===== src/rtl/tdpt_pkg.sv =====
`default_nettype none

package tdpt_pkg;

	// commands from the controller to the datapath
	typedef struct packed {
		logic load;       // capture a new word, set divisor to two
		logic start_div;  // clear remainder, reload dividend shifter
		logic step;       // one restoring-division bit
		logic next_div;   // advance divisor and its square
	} tdpt_cmd_t;

	// status from the datapath to the controller
	typedef struct packed {
		logic below_two;  // number is zero or one
		logic sq_le_n;    // divisor squared still within the number
		logic rem_zero;   // remainder of the last division is zero
	} tdpt_stat_t;

endpackage

`default_nettype wire


===== src/rtl/tdpt_ctrl.sv =====
`default_nettype none

module tdpt_ctrl #(
	parameter int NUM_WIDTH = 27
) (
	input  wire                        clk,
	input  wire                        arst_n,
	input  wire                        start,
	input  wire  tdpt_pkg::tdpt_stat_t stat,
	output tdpt_pkg::tdpt_cmd_t        cmd,
	output logic                       busy,
	output logic                       done,
	output logic                       is_prime
);
	import tdpt_pkg::*;

	localparam int CntW = (NUM_WIDTH > 2) ? $clog2(NUM_WIDTH) : 1;
	localparam logic [CntW-1:0] LastBit = CntW'(NUM_WIDTH - 1);

	typedef enum logic [2:0] {
		ST_IDLE,
		ST_CHECK,
		ST_DIVIDE,
		ST_TEST,
		ST_REPORT
	} state_t;

	state_t          state_q;
	logic [CntW-1:0] cnt_q;
	logic            busy_q;
	logic            done_q;
	logic            prime_q;

	// commands follow the current state
	always_comb begin
		cmd           = '0;
		cmd.load      = (state_q == ST_IDLE) && start;
		cmd.start_div = (state_q == ST_CHECK) && !stat.below_two && stat.sq_le_n;
		cmd.step      = (state_q == ST_DIVIDE);
		cmd.next_div  = (state_q == ST_TEST) && !stat.rem_zero;
	end

	// sequencer: check bound, divide bit by bit, test remainder, report
	always_ff @(posedge clk or negedge arst_n) begin
		if (!arst_n) begin
			state_q <= ST_IDLE;
			cnt_q   <= '0;
			busy_q  <= 1'b0;
			done_q  <= 1'b0;
			prime_q <= 1'b0;
		end else begin
			case (state_q)
				ST_IDLE: begin
					if (start) begin
						busy_q  <= 1'b1;
						state_q <= ST_CHECK;
					end
				end
				ST_CHECK: begin
					if (stat.below_two) begin
						prime_q <= 1'b0;
						done_q  <= 1'b1;
						state_q <= ST_REPORT;
					end else if (!stat.sq_le_n) begin
						prime_q <= 1'b1;
						done_q  <= 1'b1;
						state_q <= ST_REPORT;
					end else begin
						cnt_q   <= '0;
						state_q <= ST_DIVIDE;
					end
				end
				ST_DIVIDE: begin
					cnt_q <= cnt_q + CntW'(1);
					if (cnt_q == LastBit) begin
						state_q <= ST_TEST;
					end
				end
				ST_TEST: begin
					if (stat.rem_zero) begin
						prime_q <= 1'b0;
						done_q  <= 1'b1;
						state_q <= ST_REPORT;
					end else begin
						state_q <= ST_CHECK;
					end
				end
				ST_REPORT: begin
					done_q  <= 1'b0;
					busy_q  <= 1'b0;
					state_q <= ST_IDLE;
				end
				default: begin
					done_q  <= 1'b0;
					busy_q  <= 1'b0;
					state_q <= ST_IDLE;
				end
			endcase
		end
	end

	assign busy     = busy_q;
	assign done     = done_q;
	assign is_prime = prime_q;

endmodule

`default_nettype wire


===== config.mk =====
export PLATFORM = sky130hd
export DESIGN_NAME = tdpt_ctrl
export DESIGN_NICKNAME = d
export VERILOG_FILES = /design/src/rtl/tdpt_pkg.sv /design/src/rtl/tdpt_ctrl.sv
export SDC_FILE = /design/constraint.sdc
export NUM_CORES = 1
export LEC_CHECK = 0
export BUFFER_PORTS_ARGS = -buffer_cell sky130_fd_sc_hd__buf_2
export CORE_AREA = 4 4 41 43
export DETAILED_ROUTE_END_ITERATION = 12
export DIE_AREA = 0 0 45 47
export PLACE_DENSITY_LB_ADDON = 0.08
export SKIP_LAST_GASP = 1
export SYNTH_ARGS = -nofsm -noshare
export SYNTH_HDL_FRONTEND = slang
export SYNTH_SLANG_ARGS = --single-unit

===== constraint.sdc =====
create_clock -name clk -period 2.9 [get_ports clk]
set_input_delay 0.145 -clock clk [delete_from_list [all_inputs] [get_ports clk]]
set_output_delay 0.145 -clock clk [all_outputs]
set_load 0.005 [all_outputs]

==> metrics <==
outcome=finished, final reports clean; initial DRC count=2; die area=2120 µm²; Final nets=82; Post-synth EDFFs=0; Setup Crit Path Kind=register to output pin; number of synthesized register bits=11; synthesized cell area=613 µm²; Core ar.=1300 µm²; storage element area=275 µm²; critical path capture point type=output pin; Synth area leaders=dfrtp_1, buf_6, ha_1; Layout Skew=0.00190 ns; Max FO, Critical Path=10; setup bufs post-CTS=0; Peak supply drop=519 µV; Sink Count=11; Via-to-Cell Ratio=5.19; deepest clock path buffer count=2; Bufs and invs on worst path=2; sequential area share after synthesis=44.9%; top cell family by delay on the critical path=simple AND/OR/NAND/NOR gates; die height=47 µm; CP startpoint=state_q[0]; Initial Util=47.1%; count leader, synth=dfrtp_1; fillers=134; DRC viols=0; Total GRT Usage=12.1%; Yosys cell types=29; CTS H-Tree Depth=1; hold path cells=2; Commonest cells post-synth=dfrtp_1, inv_1, nor2_1; top cell type by total area after synthesis=dfrtp_1; Ys Warns=0; dpl cells=83; Leak=roughly 0.32 nW; net count after synthesis=slightly below 70; vias in the first global route=between 400 and 500; routed len/inst=13.1 µm; setup TNS=0 ns; area share of the largest cell type after synthesis=between 40% and 50%; CTS Hold Buffers Added=1; final setup violation count=0; synthesized instance count=60; post-cts sizing count=0; fraction of layout cells with a size suffix above 1=27.4%; max_cap viols=0; Multi-input gate area=280 µm²; max incr delay on CP=~0.54 ns; fmax=0.607 GHz; R2R Path End=cnt_q[3]; global-route wire length before repair=1780 µm; Final Cycle Share=56.8%; clock root buffer=clkbuf_4; Data required, critical path=2.76 ns; gpl congestion=roughly 0.76; worst slew pin tran=0.333 ns; chip width=45 µm; CTS Buf Count=3; Hold WC Path Type=primary input to register; via count=between 400 and 500; ANT cells=0; PwrDens=just over 1000 nW/µm²; worst rel slew slack=77.8%; clk_lat worst skew=0.27 ns; internal reg-to-reg setup slack=1.55 ns; Reg-to-Reg Start=state_q[0]; top_reg_cell synth=dfrtp_1; drt first pass iters=4; RSZ-0062 raised after global routing=no; pre-CTS setup slack=1.55 ns; std cell rows=13; R2R depth=3; syn_area_per_cell=10.2 µm²; critical path depth in cells=3; CTS clk-pin slew, worst paths=0.07 ns; hpwl dp=roughly 860 µm; Port Buf Inserts=12; largest net degree at the start of global routing=12; Setup crit end=cmd[1]; initial antenna violation count=0; IO Pins=13; Total Routed Length=between 1000 and 1500 µm; TritonCTS clock tree=yes; Final Instance Count excl. Fillers=88; Max Slew Vio Count=0; Power Total=0.698 mW; Final Hold Viols=0; Final Critical Period=1.65 ns; asr flop ratio synth=between 90% and 100%; PnR worst setup slack=about 1.3 ns; Max stage delay cell, worst path=or3b_1; CP Launch Type=register; antenna viol nets, final=0; overflow left after global routing=0; area grow syn2layout=12.7%; worst path arrival time=about 1.5 ns; crit path cell chain=or3b_1, inv_1, buf_2
report_power, final:
| part | switching, mW | internal (mW) |
|---|---|---|
| sequential | 0.0985 | 0.226 |
| combinational | 0.125 | 0.140 |
| clock | 0.0567 | 0.0511 |
| total | 0.280 | 0.417 |
metrics by stage:
step	hold slack (ns)	utilization [%]	area (µm²)
2_1_floorplan	-0.151	-	613
3_3_place_gp	0.0321	50.2	653
3_5_place_dp	0.0305	50.2	653
4_1_cts	0.0567	53.1	691
5_1_grt	0.0668	53.1	691
6_report	0.0580	53.1	691
cells by family (layout without fill, tap and decap cells):
kind of cell	Yosys count	in the layout	share of synthesized area [%]
compound gates	15	15	15.9
xor+xnor	2	2	2.86
fa+ha+maj	2	2	4.08
buf+inv	9	22	9.39
flops	11	11	44.9
mux	1	1	1.63
simple gates	20	20	21.2
routing by layer:
metal  share of wire, %  GRT usage, %  vias up
li1                   -             -      234
met1                 49          15.6      212
met3                4.2          2.30        2
met5                  0             0        -
met2                 45          18.9        9
met4                2.0          7.02        0
state kept, by name, summed over array words and instances, names as in the netlist:
register / count
done: 1
busy: 1
cnt_q: 5
is_prime: 1
state_q: 3
final cells by class:
cell class / instances / area share (%)
Timing Repair Buffer: 13 / 10.1
Clock inverter: 1 / 0.725
Tap cell: 15 / 2.72
Sequential cell: 11 / 39.9
Inverter: 5 / 2.72
Clock buffer: 3 / 3.26
Multi-Input combinational cell: 40 / 40.6
worst min path at each step:
stage / start / endpoint / slack, ns
after CTS: stat[1] / state_q[2] / 0.06
after detailed placement: arst_n / busy / 0.03
after floorplan: arst_n / busy / -0.15
final: stat[1] / state_q[2] / 0.06
after global routing: stat[1] / state_q[2] / 0.07
after global placement: arst_n / cnt_q[0] / 0.03
layout by cell type (no fill, tap or decap):
cell type,netlist,final
buf_2,1,12
dfrtp_1,11,11
inv_1,5,5
nor2_1,5,5
a21oi_1,4,4
o22ai_1,3,3
clkbuf_4,0,3
nand2b_1,2,2
nand3_1,2,2
xor2_1,2,2
nand2_1,2,2
a31oi_1,2,2
ha_1,2,2
or3b_1,1,1
nand2b_4,1,1
or3b_4,1,1
nor2_2,1,1
nor4b_1,1,1
nor3b_1,1,1
o21ai_2,1,1
mux2i_1,1,1
nand4_1,1,1
or2b_1,1,1
a311oi_1,1,1
o21bai_1,1,1
a22o_1,1,1
nand4bb_1,1,1
o211ai_1,1,1
o21ai_1,1,1
clkinv_2,0,1
dlygate4sd3_1,0,1
No activity file was read; power rests on OpenSTA's default activity.
